--- src/rtl/quadrature_edge_period_speed_meter_assert.svh ---
// Assertion macros for the quadrature edge-period speed meter.
// Expects signals named clk and rst_n in the scope where a macro is used.
`ifndef QUADRATURE_EDGE_PERIOD_SPEED_METER_ASSERT_SVH
`define QUADRATURE_EDGE_PERIOD_SPEED_METER_ASSERT_SVH

// Condition that holds at every clock edge out of reset
`define QESM_ASSERT(name, cond, msg) \
    name: assert property (@(posedge clk) disable iff (!rst_n) (cond)) else $error(msg);

// Antecedent in one cycle implies consequent in the next
`define QESM_ASSERT_NEXT(name, ante, cons, msg) \
    name: assert property (@(posedge clk) disable iff (!rst_n) (ante) |=> (cons)) \
        else $error(msg);

`endif

--- src/rtl/qesm_pkg.sv ---
// Shared types and constants of the quadrature edge-period speed meter.
// No dependencies.
package qesm_pkg;

    localparam int RATE_W      = 32;
    localparam int THR_W       = 16;
    localparam int Q8_W        = 32;
    localparam int SCALE_SHIFT = 10;               // times 4 for the four-period sum, times 256 for Q8
    localparam int NUM_W       = RATE_W + SCALE_SHIFT;
    localparam int CFG_IDX_W   = 2;
    localparam int QDEPTH      = 4;
    localparam int QPTR_W      = 2;
    localparam int QCNT_W      = 3;

    localparam logic [CFG_IDX_W-1:0] REG_RATE_SCALE = CFG_IDX_W'(0);
    localparam logic [CFG_IDX_W-1:0] REG_LOW_THRESH = CFG_IDX_W'(1);

    typedef struct packed {
        logic [RATE_W-1:0] rate_scale;
        logic [THR_W-1:0]  low_speed_threshold;
    } qesm_cfg_t;

    typedef struct packed {
        logic full;
        logic empty;
    } qesm_q_stat_t;

endpackage

--- src/rtl/qesm_tick_if.sv ---
// Tick channel: sampled encoder levels and read request per beat.
// No dependencies.
interface qesm_tick_if;
    logic valid;
    logic ready;
    logic level_a;
    logic level_b;
    logic read_speed;

    modport source (output valid, output level_a, output level_b, output read_speed,
                    input ready);
    modport sink   (input valid, input level_a, input level_b, input read_speed,
                    output ready);
endinterface

--- src/rtl/qesm_speed_if.sv ---
// Speed result channel: one Q24.8 rpm value per beat.
// Depends on qesm_pkg.
interface qesm_speed_if;
    logic                    valid;
    logic                    ready;
    logic [qesm_pkg::Q8_W-1:0] speed_q8;

    modport source (output valid, output speed_q8, input ready);
    modport sink   (input valid, input speed_q8, output ready);
endinterface

--- src/rtl/qesm_cfg_if.sv ---
// Configuration write channel: register index and data per beat.
// Depends on qesm_pkg.
interface qesm_cfg_if;
    logic                           valid;
    logic                           ready;
    logic [qesm_pkg::CFG_IDX_W-1:0] index;
    logic [qesm_pkg::RATE_W-1:0]    data;

    modport source (output valid, output index, output data, input ready);
    modport sink   (input valid, input index, input data, output ready);
endinterface

--- src/rtl/qesm_front.sv ---
// Front end: edge detection, saturating tick counters, period registers.
// Pushes the period sum of every read beat into the queue. Depends on qesm_pkg.
module qesm_front #(
    parameter int COUNT_WIDTH = 32,
    parameter int SUM_W       = COUNT_WIDTH + 2
) (
    input  logic                 clk,
    input  logic                 rst_n,
    qesm_tick_if.sink            tick,
    input  qesm_pkg::qesm_q_stat_t q_stat,
    output logic                 push,
    output logic [SUM_W-1:0]     push_sum
);
    import qesm_pkg::*;

    localparam logic [COUNT_WIDTH-1:0] CNT_MAX = '1;

    logic                   last_a_reg, last_b_reg;
    logic [COUNT_WIDTH-1:0] ticks_a_reg, ticks_a_next;
    logic [COUNT_WIDTH-1:0] ticks_b_reg, ticks_b_next;
    logic [COUNT_WIDTH-1:0] a_rise_reg, a_rise_next, a_fall_reg, a_fall_next;
    logic [COUNT_WIDTH-1:0] b_rise_reg, b_rise_next, b_fall_reg, b_fall_next;
    logic [COUNT_WIDTH-1:0] inc_a, inc_b;
    logic                   accept;

    assign tick.ready = !q_stat.full;
    assign accept     = tick.valid && tick.ready;

    // Saturating increments
    assign inc_a = (ticks_a_reg == CNT_MAX) ? CNT_MAX : ticks_a_reg + COUNT_WIDTH'(1);
    assign inc_b = (ticks_b_reg == CNT_MAX) ? CNT_MAX : ticks_b_reg + COUNT_WIDTH'(1);

    // Edge handling per channel
    always_comb
    begin
        ticks_a_next = inc_a;
        a_rise_next  = a_rise_reg;
        a_fall_next  = a_fall_reg;
        if (tick.level_a != last_a_reg)
        begin
            ticks_a_next = '0;
            if (tick.level_a)
                a_rise_next = inc_a;
            else
                a_fall_next = inc_a;
        end
        ticks_b_next = inc_b;
        b_rise_next  = b_rise_reg;
        b_fall_next  = b_fall_reg;
        if (tick.level_b != last_b_reg)
        begin
            ticks_b_next = '0;
            if (tick.level_b)
                b_rise_next = inc_b;
            else
                b_fall_next = inc_b;
        end
    end

    // Read uses the periods as updated by this beat
    assign push     = accept && tick.read_speed;
    assign push_sum = SUM_W'(a_rise_next) + SUM_W'(a_fall_next)
                    + SUM_W'(b_rise_next) + SUM_W'(b_fall_next);

    always_ff @(posedge clk or negedge rst_n)
    begin
        if (!rst_n)
        begin
            last_a_reg  <= 1'b0;
            last_b_reg  <= 1'b0;
            ticks_a_reg <= '0;
            ticks_b_reg <= '0;
            a_rise_reg  <= '0;
            a_fall_reg  <= '0;
            b_rise_reg  <= '0;
            b_fall_reg  <= '0;
        end
        else if (accept)
        begin
            last_a_reg  <= tick.level_a;
            last_b_reg  <= tick.level_b;
            ticks_a_reg <= ticks_a_next;
            ticks_b_reg <= ticks_b_next;
            a_rise_reg  <= a_rise_next;
            a_fall_reg  <= a_fall_next;
            b_rise_reg  <= b_rise_next;
            b_fall_reg  <= b_fall_next;
        end
    end

endmodule

--- src/rtl/qesm_queue.sv ---
// Short FIFO of period sums between front and back end.
// Depends on qesm_pkg for depth and status type.
module qesm_queue #(
    parameter int SUM_W = 34
) (
    input  logic                   clk,
    input  logic                   rst_n,
    input  logic                   push,
    input  logic [SUM_W-1:0]       push_sum,
    input  logic                   pop,
    output logic [SUM_W-1:0]       head_sum,
    output qesm_pkg::qesm_q_stat_t q_stat
);
    import qesm_pkg::*;

    logic [SUM_W-1:0]  entry_reg [QDEPTH];
    logic [QPTR_W-1:0] wr_ptr_reg, rd_ptr_reg;
    logic [QCNT_W-1:0] count_reg, count_next;

    assign q_stat.full  = (count_reg == QCNT_W'(QDEPTH));
    assign q_stat.empty = (count_reg == '0);
    assign head_sum     = entry_reg[rd_ptr_reg];

    always_comb
    begin
        count_next = count_reg;
        if (push && !pop)
            count_next = count_reg + QCNT_W'(1);
        else if (pop && !push)
            count_next = count_reg - QCNT_W'(1);
    end

    // Payload storage, no reset
    always_ff @(posedge clk)
    begin
        if (push)
            entry_reg[wr_ptr_reg] <= push_sum;
    end

    always_ff @(posedge clk or negedge rst_n)
    begin
        if (!rst_n)
        begin
            wr_ptr_reg <= '0;
            rd_ptr_reg <= '0;
            count_reg  <= '0;
        end
        else
        begin
            if (push)
                wr_ptr_reg <= wr_ptr_reg + QPTR_W'(1);
            if (pop)
                rd_ptr_reg <= rd_ptr_reg + QPTR_W'(1);
            count_reg <= count_next;
        end
    end

endmodule

--- src/rtl/qesm_back.sv ---
// Back end: restoring divider, one quotient bit per cycle, saturation,
// threshold and output register. Depends on qesm_pkg and the assert header.
`include "quadrature_edge_period_speed_meter_assert.svh"

module qesm_back #(
    parameter int SUM_W = 34
) (
    input  logic                   clk,
    input  logic                   rst_n,
    input  qesm_pkg::qesm_cfg_t    cfg,
    input  qesm_pkg::qesm_q_stat_t q_stat,
    input  logic [SUM_W-1:0]       head_sum,
    output logic                   pop,
    qesm_speed_if.source           speed
);
    import qesm_pkg::*;

    localparam int STEP_W = $clog2(NUM_W);

    typedef enum logic [1:0] {S_IDLE, S_DIV, S_FIN, S_OUT} state_t;

    state_t              state_reg, state_next;
    logic [SUM_W-1:0]    divisor_reg, divisor_next;
    logic [SUM_W-1:0]    rem_reg, rem_next;
    logic [NUM_W-1:0]    num_reg, num_next;    // dividend in, quotient out
    logic [STEP_W-1:0]   step_reg, step_next;
    logic [Q8_W-1:0]     speed_reg, speed_next;
    logic [SUM_W:0]      rem_shift;
    logic                fits;
    logic [Q8_W-1:0]     quot_sat;

    assign pop            = (state_reg == S_IDLE) && !q_stat.empty;
    assign speed.valid    = (state_reg == S_OUT);
    assign speed.speed_q8 = speed_reg;

    // One restoring step
    assign rem_shift = {rem_reg, num_reg[NUM_W-1]};
    assign fits      = (rem_shift >= {1'b0, divisor_reg});

    // Saturate the quotient to 32 bits
    assign quot_sat = (|num_reg[NUM_W-1:Q8_W]) ? '1 : num_reg[Q8_W-1:0];

    always_comb
    begin
        state_next   = state_reg;
        divisor_next = divisor_reg;
        rem_next     = rem_reg;
        num_next     = num_reg;
        step_next    = step_reg;
        speed_next   = speed_reg;
        case (state_reg)
            S_IDLE:
            begin
                if (!q_stat.empty)
                begin
                    divisor_next = head_sum;
                    rem_next     = '0;
                    num_next     = {cfg.rate_scale, SCALE_SHIFT'(0)};
                    step_next    = '0;
                    if (head_sum == '0)
                    begin
                        speed_next = '0;
                        state_next = S_OUT;
                    end
                    else
                        state_next = S_DIV;
                end
            end
            S_DIV:
            begin
                if (fits)
                    rem_next = rem_shift[SUM_W-1:0] - divisor_reg;
                else
                    rem_next = rem_shift[SUM_W-1:0];
                num_next  = {num_reg[NUM_W-2:0], fits};
                step_next = step_reg + STEP_W'(1);
                if (step_reg == STEP_W'(NUM_W - 1))
                    state_next = S_FIN;
            end
            S_FIN:
            begin
                if (quot_sat < Q8_W'(cfg.low_speed_threshold))
                    speed_next = '0;
                else
                    speed_next = quot_sat;
                state_next = S_OUT;
            end
            S_OUT:
            begin
                if (speed.ready)
                    state_next = S_IDLE;
            end
            default:
                state_next = S_IDLE;
        endcase
    end

    always_ff @(posedge clk or negedge rst_n)
    begin
        if (!rst_n)
        begin
            state_reg   <= S_IDLE;
            step_reg    <= '0;
            divisor_reg <= '0;
            rem_reg     <= '0;
            num_reg     <= '0;
            speed_reg   <= '0;
        end
        else
        begin
            state_reg   <= state_next;
            step_reg    <= step_next;
            divisor_reg <= divisor_next;
            rem_reg     <= rem_next;
            num_reg     <= num_next;
            speed_reg   <= speed_next;
        end
    end

    // Divider invariant: partial remainder stays below the divisor
    `QESM_ASSERT(a_rem_bound, (state_reg != S_DIV) || (rem_reg < divisor_reg), "remainder overflow")
    // A nonzero result never falls below the threshold
    `QESM_ASSERT(a_thresh, (state_reg != S_OUT) || (speed_reg == '0) || (speed_reg >= Q8_W'(cfg.low_speed_threshold)), "result below threshold")
    // A pop starts a division or a zero result in the next cycle
    `QESM_ASSERT_NEXT(a_pop_start, pop, (state_reg == S_DIV) || (state_reg == S_OUT), "pop without start")
    // Divider leaves for finishing only after its last step
    `QESM_ASSERT_NEXT(a_fin_step, (state_reg == S_DIV) && (step_reg != STEP_W'(NUM_W - 1)), state_reg == S_DIV, "divider ended early")

endmodule

--- src/rtl/quadrature_edge_period_speed_meter.sv ---
// Top level of the quadrature edge-period speed meter: configuration
// registers, front end, period-sum queue and divider back end.
// Depends on qesm_pkg, the channel interfaces and the qesm_* modules.

// Tick beats are taken one per clock while the queue is not full; each
// updates both channels' edge counters and period registers at once. A
// beat with read_speed set queues the sum of the four periods (as updated
// by that beat) and the back end turns it into rpm with a restoring
// divider, one bit per cycle, over the 42-bit numerator rate_scale*1024,
// in one load step, 42 divide steps and one saturate/threshold step (a
// zero period sum gives 0 with no division); no new read starts until
// the last result is taken. Up to four reads may wait in the queue;
// ticks are refused only while it is full. The configuration port is
// always ready, writes to an unknown index are dropped, and registers
// should be changed only while no read is outstanding.
module quadrature_edge_period_speed_meter #(
    parameter int COUNT_WIDTH = 32
) (
    input  logic          clk,
    input  logic          rst_n,
    qesm_tick_if.sink     tick,
    qesm_speed_if.source  speed,
    qesm_cfg_if.sink      cfg
);
    import qesm_pkg::*;

    localparam int SUM_W = COUNT_WIDTH + 2;

    qesm_cfg_t        cfg_reg;
    qesm_q_stat_t     q_stat;
    logic             push, pop;
    logic [SUM_W-1:0] push_sum, head_sum;

    assign cfg.ready = 1'b1;

    // Configuration registers
    always_ff @(posedge clk or negedge rst_n)
    begin
        if (!rst_n)
        begin
            cfg_reg.rate_scale          <= RATE_W'(1000000);
            cfg_reg.low_speed_threshold <= THR_W'(640);
        end
        else if (cfg.valid)
        begin
            case (cfg.index)
                REG_RATE_SCALE: cfg_reg.rate_scale          <= cfg.data;
                REG_LOW_THRESH: cfg_reg.low_speed_threshold <= cfg.data[THR_W-1:0];
                default: ;
            endcase
        end
    end

    qesm_front #(
        .COUNT_WIDTH (COUNT_WIDTH),
        .SUM_W       (SUM_W)
    ) u_front (
        .clk      (clk),
        .rst_n    (rst_n),
        .tick     (tick),
        .q_stat   (q_stat),
        .push     (push),
        .push_sum (push_sum)
    );

    qesm_queue #(
        .SUM_W (SUM_W)
    ) u_queue (
        .clk      (clk),
        .rst_n    (rst_n),
        .push     (push),
        .push_sum (push_sum),
        .pop      (pop),
        .head_sum (head_sum),
        .q_stat   (q_stat)
    );

    qesm_back #(
        .SUM_W (SUM_W)
    ) u_back (
        .clk      (clk),
        .rst_n    (rst_n),
        .cfg      (cfg_reg),
        .q_stat   (q_stat),
        .head_sum (head_sum),
        .pop      (pop),
        .speed    (speed)
    );

endmodule
--- src/flat_wrapper.sv ---
// flat-port wrapper written by rule: the top's interface ports become plain ports
module quadrature_edge_period_speed_meter_flat import qesm_pkg::*;
#(
    parameter int COUNT_WIDTH = 32
)
  (clk, rst_n, tick_valid, tick_level_a, tick_level_b, tick_read_speed, tick_ready, speed_valid, speed_speed_q8, speed_ready, cfg_valid, cfg_index, cfg_data, cfg_ready);
  qesm_tick_if tick_i ();
  qesm_speed_if speed_i ();
  qesm_cfg_if cfg_i ();
  input  logic clk;
  input  logic rst_n;
  input wire logic [$bits(tick_i.valid)-1:0] tick_valid;
  input wire logic [$bits(tick_i.level_a)-1:0] tick_level_a;
  input wire logic [$bits(tick_i.level_b)-1:0] tick_level_b;
  input wire logic [$bits(tick_i.read_speed)-1:0] tick_read_speed;
  output wire logic [$bits(tick_i.ready)-1:0] tick_ready;
  output wire logic [$bits(speed_i.valid)-1:0] speed_valid;
  output wire logic [$bits(speed_i.speed_q8)-1:0] speed_speed_q8;
  input wire logic [$bits(speed_i.ready)-1:0] speed_ready;
  input wire logic [$bits(cfg_i.valid)-1:0] cfg_valid;
  input wire logic [$bits(cfg_i.index)-1:0] cfg_index;
  input wire logic [$bits(cfg_i.data)-1:0] cfg_data;
  output wire logic [$bits(cfg_i.ready)-1:0] cfg_ready;
  assign tick_i.valid = tick_valid;
  assign tick_i.level_a = tick_level_a;
  assign tick_i.level_b = tick_level_b;
  assign tick_i.read_speed = tick_read_speed;
  assign tick_ready = tick_i.ready;
  assign speed_valid = speed_i.valid;
  assign speed_speed_q8 = speed_i.speed_q8;
  assign speed_i.ready = speed_ready;
  assign cfg_i.valid = cfg_valid;
  assign cfg_i.index = cfg_index;
  assign cfg_i.data = cfg_data;
  assign cfg_ready = cfg_i.ready;
  quadrature_edge_period_speed_meter #(.COUNT_WIDTH(COUNT_WIDTH)) u_core (.clk(clk), .rst_n(rst_n), .tick(tick_i), .speed(speed_i), .cfg(cfg_i));
endmodule
--- config.mk ---
export PLATFORM = sky130hd
export DESIGN_NAME = quadrature_edge_period_speed_meter_flat
export DESIGN_NICKNAME = d
export VERILOG_FILES = /design/src/rtl/qesm_pkg.sv /design/src/rtl/qesm_tick_if.sv /design/src/rtl/qesm_speed_if.sv /design/src/rtl/qesm_cfg_if.sv /design/src/rtl/qesm_front.sv /design/src/rtl/qesm_queue.sv /design/src/rtl/qesm_back.sv /design/src/rtl/quadrature_edge_period_speed_meter.sv /design/src/flat_wrapper.sv
export VERILOG_INCLUDE_DIRS = /design/src /design/src/rtl
export SDC_FILE = /design/constraint.sdc
export NUM_CORES = 1
export LEC_CHECK = 0
export BUFFER_PORTS_ARGS = -buffer_cell sky130_fd_sc_hd__buf_4
export CORE_ASPECT_RATIO = 0.75
export CORE_MARGIN = 2
export CORE_UTILIZATION = 40
export CTS_CLUSTER_SIZE = 8
export DETAILED_ROUTE_END_ITERATION = 12
export GPL_TIMING_DRIVEN = 0
export PLACE_DENSITY_LB_ADDON = 0.12
export SYNTH_ARGS = -nofsm -noshare
export SYNTH_HDL_FRONTEND = slang
export SYNTH_SLANG_ARGS = --single-unit
--- constraint.sdc ---
create_clock -name clk -period 9.7 [get_ports clk]
set_input_delay 0.97 -clock clk [delete_from_list [all_inputs] [get_ports clk]]
set_output_delay 0.97 -clock clk [all_outputs]
set_load 0.01 [all_outputs]
==> results of run 1 <==
==> worst max-delay path, cell delays in order (launching register included) <==
cell and delay [ns]:
dfrtp_1 0.45, and4_1 0.30, nand4_2 0.24, nor4_2 0.72, nand2_1 0.29, nor3_2 0.71
buf_2 0.41, nor2_1 0.26, o21ai_0 0.29, fa_1 0.46, inv_1 0.10, fa_1 0.42
inv_1 0.07, ha_1 0.30, a21oi_1 0.26, nand2_1 0.09, nor4_1 0.80, a21oi_1 0.45
o21ai_0 0.35, nand4_1 0.22, a31oi_1 0.57
==> final timing paths <==
path / cells past startpoint / slack (ns) / start / end
min in group clk: 2 / 0.48 / u_core.u_front.a_rise_reg[10] / u_core.u_front.a_rise_reg[10]
max in group asynchronous: 3 / 8.08 / rst_n / u_core.cfg_reg[9]
hold reg to reg: 2 / 0.48 / u_core.u_front.a_rise_reg[10] / u_core.u_front.a_rise_reg[10]
setup / recovery: 20 / 1.63 / u_core.u_front.ticks_b_reg[2] / u_core.u_queue.entry_reg[0][30]
setup reg to reg: 20 / 1.63 / u_core.u_front.ticks_b_reg[2] / u_core.u_queue.entry_reg[0][30]
hold / removal: 1 / 0.24 / rst_n / u_core.u_front.ticks_b_reg[21]
==> cells in the mapped netlist, drive strengths merged (19+ instances only) <==
master,n,share of area (%)
o21ai,397,6.8
a21o,21,0.54
nand2,455,5.9
mux2,101,3.9
nor2,152,2.0
xnor2,69,2.1
mux2i,61,2.1
o31ai,19,0.66
ha,96,4.1
a21oi,107,1.9
and2,22,0.47
a22o,21,0.63
xor2,44,1.3
fa,66,4.5
buf,27,0.53
nand3,43,0.74
nand4,36,0.80
mux4,34,2.6
inv,202,2.6
clkbuf,117,1.5
edfxtp,136,14
dfrtp,390,34
and3,27,0.58
nor4,22,0.56
==> metal layers <==
layer	vias up	track usage, %	share of wire [%]
li1	10290	-	-
met1	11200	36.66	51
met2	663	31.43	40
met3	103	4.903	7.2
met4	0	4.940	1.8
met5	-	0	0
==> final cells by class <==
class | instances | area, um2 | area share [%]
Antenna cell | 1 | 2.502 | 0.007526
Buffer | 144 | 593.1 | 1.784
Clock buffer | 112 | 2079 | 6.254
Clock inverter | 7 | 105.1 | 0.3161
Inverter | 202 | 758.2 | 2.280
Multi-Input combinational cell | 1982 | 13670 | 41.13
Sequential cell | 535 | 14080 | 42.34
Tap cell | 957 | 1197 | 3.601
Timing Repair Buffer | 83 | 760.7 | 2.288
==> cell families (layout without fill, tap and decap cells) <==
kind of cell	count (synthesis)	count (layout)	synth area share, %
multiplexers	196	196	8.638
flip-flops	535	535	48.38
other	1	2	0.01289
buffers and inverters	346	548	4.644
AO/OA/AOI/OAI	670	670	13.36
adder cells (fa/ha/maj)	162	162	8.668
AND/OR/NAND/NOR	840	840	12.89
XOR/XNOR	113	113	3.401
==> report_power, final <==
part	switching [mW]	internal [mW]
combinational	2.07	1.24
clock	1.01	1.48
sequential	0.282	2.85
total	3.36	5.57
==> through the flow <==
stage	hold WS [ns]	instances	instance area [um2]
final	0.2394	4023	33250
after global routing	0.2469	4023	33250
after CTS	0.2344	4022	33250
after detailed placement	0.4624	3903	31060
after global placement	0.4601	3895	30860
after floorplan	0.4458	2863	29100
==> metrics.txt, run 1 <==
Setup WS pre-CTS 1.855 ns; hold bufs inserted after CTS 0; DRC 0; number of synthesized register bits 535; Max FO, Critical Path 10; number of global-route vias before repair approximately 22000; layout net count 3229; RSZ-0062 raised after global routing false; worst-skew pair later-pin latency ~0.63 ns; commonest non-fill, non-tap cell in the layout nand2_1; Syn Nets 3067; most frequent cells in the layout nand2_1, o21ai_0, dfrtp_1, inv_1, nor2_1; final hold vios 0; antenna violations before repair 3; worst hold path class input pin to asynchronous set/reset pin; max reg flops ~140; Setup Crit Path Kind flop to flop; CTS Root Cell clkbuf_16; Post-DP HPWL 64.33 mm; FP Rows 85; Longest Clk Path Bufs 3; pwr dens 268.6 nW/um2; total CTS buffers 77; peak supply drop approximately 0.16 mV; clock period minus worst slack 8.071 ns; Die X 315.5 um; Post-Route Utilization 46.25%; largest net degree at the start of global routing 113; Setup crit start kind flop; Initial Util between 40% and 50%; fraction of layout cells with a size suffix above 1 a little under an eighth; first-pass iteration count of the detailed router 6; mapped cell area about 29000 um2; P&R area growth vs syn 14.26%; Leak Pwr 14.13 nW; Critical Path AT 8.40 ns; transition time of the tightest slew-check pin 1.348 ns; post-synthesis cell count roughly 2900; Critical Path End Type flop; CTS sink count 535; number of gates resized after cts 0; Slew headroom 9.451%; fill count 6810; total power 8.932 mW; overall routing resource usage between 20% and 30%; core area 71890 um2; Final Skew 0.02209 ns; remaining antenna violation count 0; setup TNS 0 ns; Initial DRC Count 1836; Placer Congestion 0.8816; Final Max Tran Viols 0; number of port buffers 75; number of synthesized flops with an enable pin about 140; maximum clock rate 0.1239 GHz; final worst slack ~1.6 ns; clock-pin transition on the worst setup and hold timing paths approximately 0.050 ns; post-CTS setup buffers 0; total wire length 84.77 mm; Wirelength per Cell 21.07 um; detail-routed via count per cell around 5.5; IO Count 77; dominant synthesized flop cell dfrtp_1; final setup violation count 0; height of the die 237.6 um; via count 22260; fraction of registers with async set/reset 74.58%; yosys synthesis warning count 0; CP required 10.03 ns; H-tree depth 3; first-pass GRT wire length 132.0 mm; status finished clean; mean post-synth cell area 10.16 um2; Overflow after GRT 0; Final Cycle Share 83.20%; register area share after synthesis between 40 and 50%; TritonCTS clock tree yes; max-cap viol count 0; total die area 74950 um2; unique cell type count in the Yosys netlist 72
Note: power is estimated with default switching activity, not from simulation.
==> inputs of run 2 (changes only) <==
- clock period: 9.7 -> 7.54 ns (I/O delays scaled with it)
==> run 2 against run 1 <==
Final cell count is essentially flat. Fmax grew 15%. Final area increased by 0.15%. First-iteration DRC count up 2.3%. Non-clock buffer count is 2 higher. Largest cell class unchanged.
==> metrics.txt, run 2 (synthesis gave the netlist of run 1 again) <==
via count ~22000; antenna violations before repair 3; Leak Pwr 14.19 nW; transition time of the tightest slew-check pin 1.293 ns; height of the die ~240 um; Setup WS pre-CTS -0.3053 ns; CP required 7.92 ns; clock-pin transition on the worst setup and hold timing paths 0.05 ns; Overflow after GRT 0; largest net degree at the start of global routing 113; r2r startpoint u_core.u_front.ticks_b_reg[2]; commonest non-fill, non-tap cell in the layout nand2_1; total die area 74950 um2; number of port buffers 75; clock period minus worst slack ~7 ns; Wirelength per Cell 21.04 um; number of global-route vias before repair 22060; worst hold path class input pin to asynchronous set/reset pin; status finished clean; CTS sink count 535; P&R area growth vs syn 14.44%; Longest Clk Path Bufs 3; hold bufs inserted after CTS 0; Post-Route Utilization 46.32%; Post-DP HPWL 64.33 mm; peak supply drop 0.2214 mV; Die X 315.5 um; final worst slack just over 0.5 ns; core area 71890 um2; FF-to-FF End u_core.u_queue.entry_reg[1][31]; Final Skew 0.02298 ns; worst-skew pair later-pin latency 0.63 ns; remaining antenna violation count 0; overall routing resource usage between 20% and 30%; pwr dens ~350 nW/um2; first-pass iteration count of the detailed router 5; max reg flops 136; H-tree depth 3; Placer Congestion 0.8816; CTS Root Cell clkbuf_16; Initial Util 40.48%; DRC 0; max-cap viol count 0; Final Max Tran Viols 0; total power approximately 11 mW; Setup Crit Path Kind flop to flop; TritonCTS clock tree yes; Critical Path AT 7.41 ns; RSZ-0062 raised after global routing false; setup TNS 0 ns; CP Cell Sequence and4_1 > nand4_2 > nor4_4 > nand2_1 > nor3_4 > buf_2 > nor2_1 > o21ai_0 > fa_1 > inv_1 > fa_1 > inv_1 > ha_1 > fa_1 > a211oi_1 > o21ai_0 > nand3_1 > a21o_1 > o211ai_1 > or3b_2 > a31oi_1 > xnor2_1; detail-routed via count per cell 5.516; Final Cycle Share 93.21%; worst r2r path cells 22; most frequent cells in the layout nand2_1, o21ai_0, dfrtp_1, inv_1, nor2_1; Crit path largest cell delay 0.53 ns; Crit path top cell by count fa_1; Max FO, Critical Path 10; flop2flop setup slack 0.51 ns; fraction of layout cells with a size suffix above 1 roughly an eighth; first-pass GRT wire length 132.0 mm; Initial DRC Count between 1500 and 2000; CP max stage cell nor4_4; Setup crit start kind flop; Slew headroom 13.13%; IO Count 77; total wire length 84.68 mm; maximum clock rate 0.1423 GHz; FP Rows 85; final setup violation count 0; layout net count 3231; Critical Path End Type flop; final hold vios 0; total CTS buffers 77
-- run 2: cell types whose count changed in the layout (fill, tap and decap cells not counted), moves of 2 or more --
cell	previous run	this run
clkbuf_1	151	149
o21ai_1	1	7
o21ai_0	396	390
clkbuf_2	0	2
buf_4	77	79
-- run 2: layer usage --
metal | part of all wire [%] | track usage, % | up-vias
met5 | 0 | 0 | -
met4 | 1.8 | 4.940 | 0
met3 | 7.1 | 4.903 | 101
met2 | 41 | 31.43 | 614
met1 | 51 | 36.66 | 11180
li1 | - | - | 10310
-- run 2: layout make-up --
cell class / instances / area (um2)
Fill cell: 6803 / 38590
Sequential cell: 535 / 14080
Multi-Input combinational cell: 1982 / 13710
Clock buffer: 112 / 2079
Tap cell: 957 / 1197
Timing Repair Buffer: 85 / 775.7
Inverter: 202 / 758.2
Buffer: 144 / 595.6
Clock inverter: 7 / 105.1
Antenna cell: 1 / 2.502
-- run 2: stage by stage --
step | hold WS, ns | instances | area [um2]
after floorplan | 0.4458 | 2863 | 29100
after global placement | 0.4601 | 3895 | 30860
after detailed placement | 0.4624 | 3903 | 31060
after CTS | 0.01842 | 4022 | 33260
after global routing | 0.03090 | 4025 | 33300
final | 0.02524 | 4025 | 33300
-- run 2: report_power, final --
| group | total (mW) | internal (mW) | switching (mW) |
|---|---|---|---|
| Sequential | 4.02 | 3.66 | 0.362 |
| Clock | 3.19 | 1.90 | 1.29 |
| Combinational | 4.27 | 1.60 | 2.67 |
-- run 2: worst max-delay path by stage --
stage / start / to / slack [ns]
5_1_grt: u_core.u_front.ticks_a_reg[11] / u_core.u_queue.entry_reg[3][32] / 0.06
3_5_place_dp: u_core.u_front.ticks_b_reg[2] / u_core.u_queue.entry_reg[1][30] / -0.31
3_3_place_gp: u_core.u_front.ticks_b_reg[2] / u_core.u_queue.entry_reg[2][30] / -0.27
6_report: u_core.u_front.ticks_b_reg[2] / u_core.u_queue.entry_reg[1][31] / 0.51
4_1_cts: u_core.u_front.ticks_a_reg[11] / u_core.u_queue.entry_reg[1][31] / 0.14
2_1_floorplan: u_core.u_front.ticks_b_reg[2] / u_core.u_queue.entry_reg[0][31] / 1.82
-- run 2: what timing repair did --
action                     4_1_cts  5_1_grt
hold endpoints to repair         0        0
setup buffers                    0        2
setup endpoints to repair       16       48
gates resized for setup          2       13
pin swaps                        0        1
-- run 2: worst max-delay path: cells and delay by family (launching register included) --
kind            cells  cell delay, ns
fa+ha+maj           4            1.43
compound gates      6            1.72
buf+inv             3            0.42
xor+xnor            1            0.23
flops               1            0.44
simple gates        8            2.53
==> inputs of run 3 (changes only) <==
- CORE_UTILIZATION: 40 -> 63
==> run 3 against run 2 <==
Global-route usage up 12 points. Register-to-register slack got worse by 0.08 ns. Setup slack worse by 0.076 ns. Routed wire length decreased by 4.7%. Clock-buffer cell count is 5 higher. Sequential share of layout area is 0.67 points higher. Critical path depth stayed put. Flip-flop and latch count unchanged. First-iteration DRC count is 39% higher. Die area down 36%. Final cell count fell by 9.0%. Critical path type unchanged. Largest power group unchanged. Highest routed layer unchanged.
==> metrics.txt, run 3 (synthesis gave the netlist of run 1 again) <==
status finished clean; Critical Path End Type flop; number of global-route vias before repair about 23000; Slew headroom 26.95%; flop2flop setup slack approximately 0.44 ns; total CTS buffers 76; final worst slack 0.4357 ns; largest net degree at the start of global routing around 120; Initial DRC Count 2613; Placer Congestion 0.9640; max-cap viol count 0; Max FO, Critical Path 10; commonest non-fill, non-tap cell in the layout nand2_1; transition time of the tightest slew-check pin around 1.1 ns; Setup Crit Path Kind flop to flop; P&R area growth vs syn 12.66%; Leak Pwr 14.16 nW; Longest Clk Path Bufs 3; total wire length 80.71 mm; first-pass GRT wire length 127.5 mm; pwr dens 352.6 nW/um2; CTS sink count 535; via count 23130; detail-routed via count per cell 6.318; clock period minus worst slack just over 7 ns; FF-to-FF End u_core.u_queue.entry_reg[0][31]; Final Cycle Share 94.22%; fin area 32780 um2; overall routing resource usage 34.62%; Post-DP HPWL 59.33 mm; TritonCTS clock tree yes; antenna violations before repair 0; Antenna Cells 0; most frequent cells in the layout nand2_1, o21ai_0, dfrtp_1, inv_1, clkbuf_1; Die X between 200 and 300 um; Final Max Tran Viols 0; Setup crit start kind flop; CP required between 7 and 8 ns; Overflow after GRT 0; Crit path top cell by count fa_1; fraction of layout cells with a size suffix above 1 11.84%; IO Count 77; peak supply drop 0.2278 mV; clock-pin transition on the worst setup and hold timing paths about 0.050 ns; maximum clock rate 0.1408 GHz; hold bufs inserted after CTS 0; first-pass iteration count of the detailed router 6; number of port buffers between 70 and 80; height of the die 190.1 um; max reg flops 136; Wirelength per Cell roughly 22 um; core area 45770 um2; H-tree depth 3; Setup WS pre-CTS -0.04519 ns; RSZ-0062 raised after global routing false; Final Skew 0.02167 ns; placed cell areas just over 30000 um2; layout net count 3226; Initial Util 63.57%; DRC 0; final setup violation count 0; CP Cell Sequence and4_1 > nand4_2 > nor4_4 > nand2_1 > nor3_4 > buf_2 > nor2_1 > o21ai_0 > fa_1 > inv_1 > fa_1 > inv_1 > ha_1 > fa_1 > a211oi_1 > o21ai_0 > nand3_1 > a21o_1 > o211ai_1 > or3b_2 > a31oi_1 > xnor2_1; total die area roughly 48000 um2; r2r startpoint u_core.u_front.ticks_b_reg[2]; worst r2r path cells 22; FP Rows 68; CTS Root Cell clkbuf_16; worst-skew pair later-pin latency 0.63 ns; CP max stage cell nor4_4; remaining antenna violation count 0; Crit path largest cell delay 0.65 ns; Critical Path AT 7.45 ns; final hold vios 0; worst hold path class input pin to asynchronous set/reset pin
## run 3: cell count changes in the layout (fill, tap and decap cells not counted), sizes merged
cell    previous run  this run
clkbuf           229       234
buf              112       108
inv              207       204
clkinv             2         3
diode              1         0
## run 3: metal layers
layer	GRT usage [%]	part of all wire, %	up-vias
met2	48.65	42	1192
met3	11.49	12	125
met4	7.670	1.7	0
met5	0	0	-
met1	52.28	45	11540
li1	-	-	10280
## run 3: stage by stage
stage / setup TNS [ns] / utilization (%) / hold slack [ns] / std cells / power (mW)
floorplan: 0 / - / 0.4458 / 2863 / 6.817
global placement: 0 / 66.43 / 0.4604 / 3533 / 8.069
detailed placement: -0.1807 / 66.74 / 0.4643 / 3538 / 8.259
CTS: 0 / 71.56 / 0.1061 / 3660 / 11.49
global route: 0 / 71.62 / 0.1239 / 3661 / 12.16
finish: 0 / 71.62 / 0.07994 / 3661 / 11.56
## run 3: worst max path at each step
stage,depth (start not counted),startpoint,slack (ns),endpoint
2_1_floorplan,21,u_core.u_front.ticks_b_reg[2],1.82,u_core.u_queue.entry_reg[0][31]
5_1_grt,21,u_core.u_front.ticks_a_reg[11],0.06,u_core.u_queue.entry_reg[1][32]
3_3_place_gp,21,u_core.u_front.ticks_b_reg[2],0.07,u_core.u_queue.entry_reg[2][31]
4_1_cts,21,u_core.u_front.ticks_b_reg[2],0.12,u_core.u_queue.entry_reg[2][31]
3_5_place_dp,21,u_core.u_front.ticks_b_reg[2],-0.05,u_core.u_queue.entry_reg[2][31]
6_report,22,u_core.u_front.ticks_b_reg[2],0.44,u_core.u_queue.entry_reg[0][31]
## run 3: cell type report
cell class,instances,area [um2]
plain buffers,144,595.6
well taps,595,744.5
multi-input cells,1982,13700
fillers,3349,12990
repair buffers,81,700.7
clock buffers,117,2098
flip-flops and latches,535,14080
clock inverters,5,102.6
inverters,202,758.2
## run 3: where the power goes
group          internal [mW]  switching (mW)  total, mW
Combinational           1.60            2.71       4.31
Clock                   1.91            1.29       3.20
Sequential              3.66           0.385       4.05
Total                   7.17            4.39       11.6
## run 3: worst max-delay path, delay by kind of cell (launching register included)
kind / cells / cell delay, ns
simple gates: 8 / 2.66
fa+ha+maj: 4 / 1.46
compound gates: 6 / 1.58
flops: 1 / 0.45
buf+inv: 3 / 0.48
xor+xnor: 1 / 0.14
## run 3: what timing repair did
| item | 4_1_cts | 5_1_grt |
|---|---|---|
| pin swaps | 0 | 1 |
| buffers inserted | 0 | 1 |
| setup endpoints to repair | 12 | 64 |
| gates cloned | 0 | 0 |
| resized for setup | 1 | 9 |
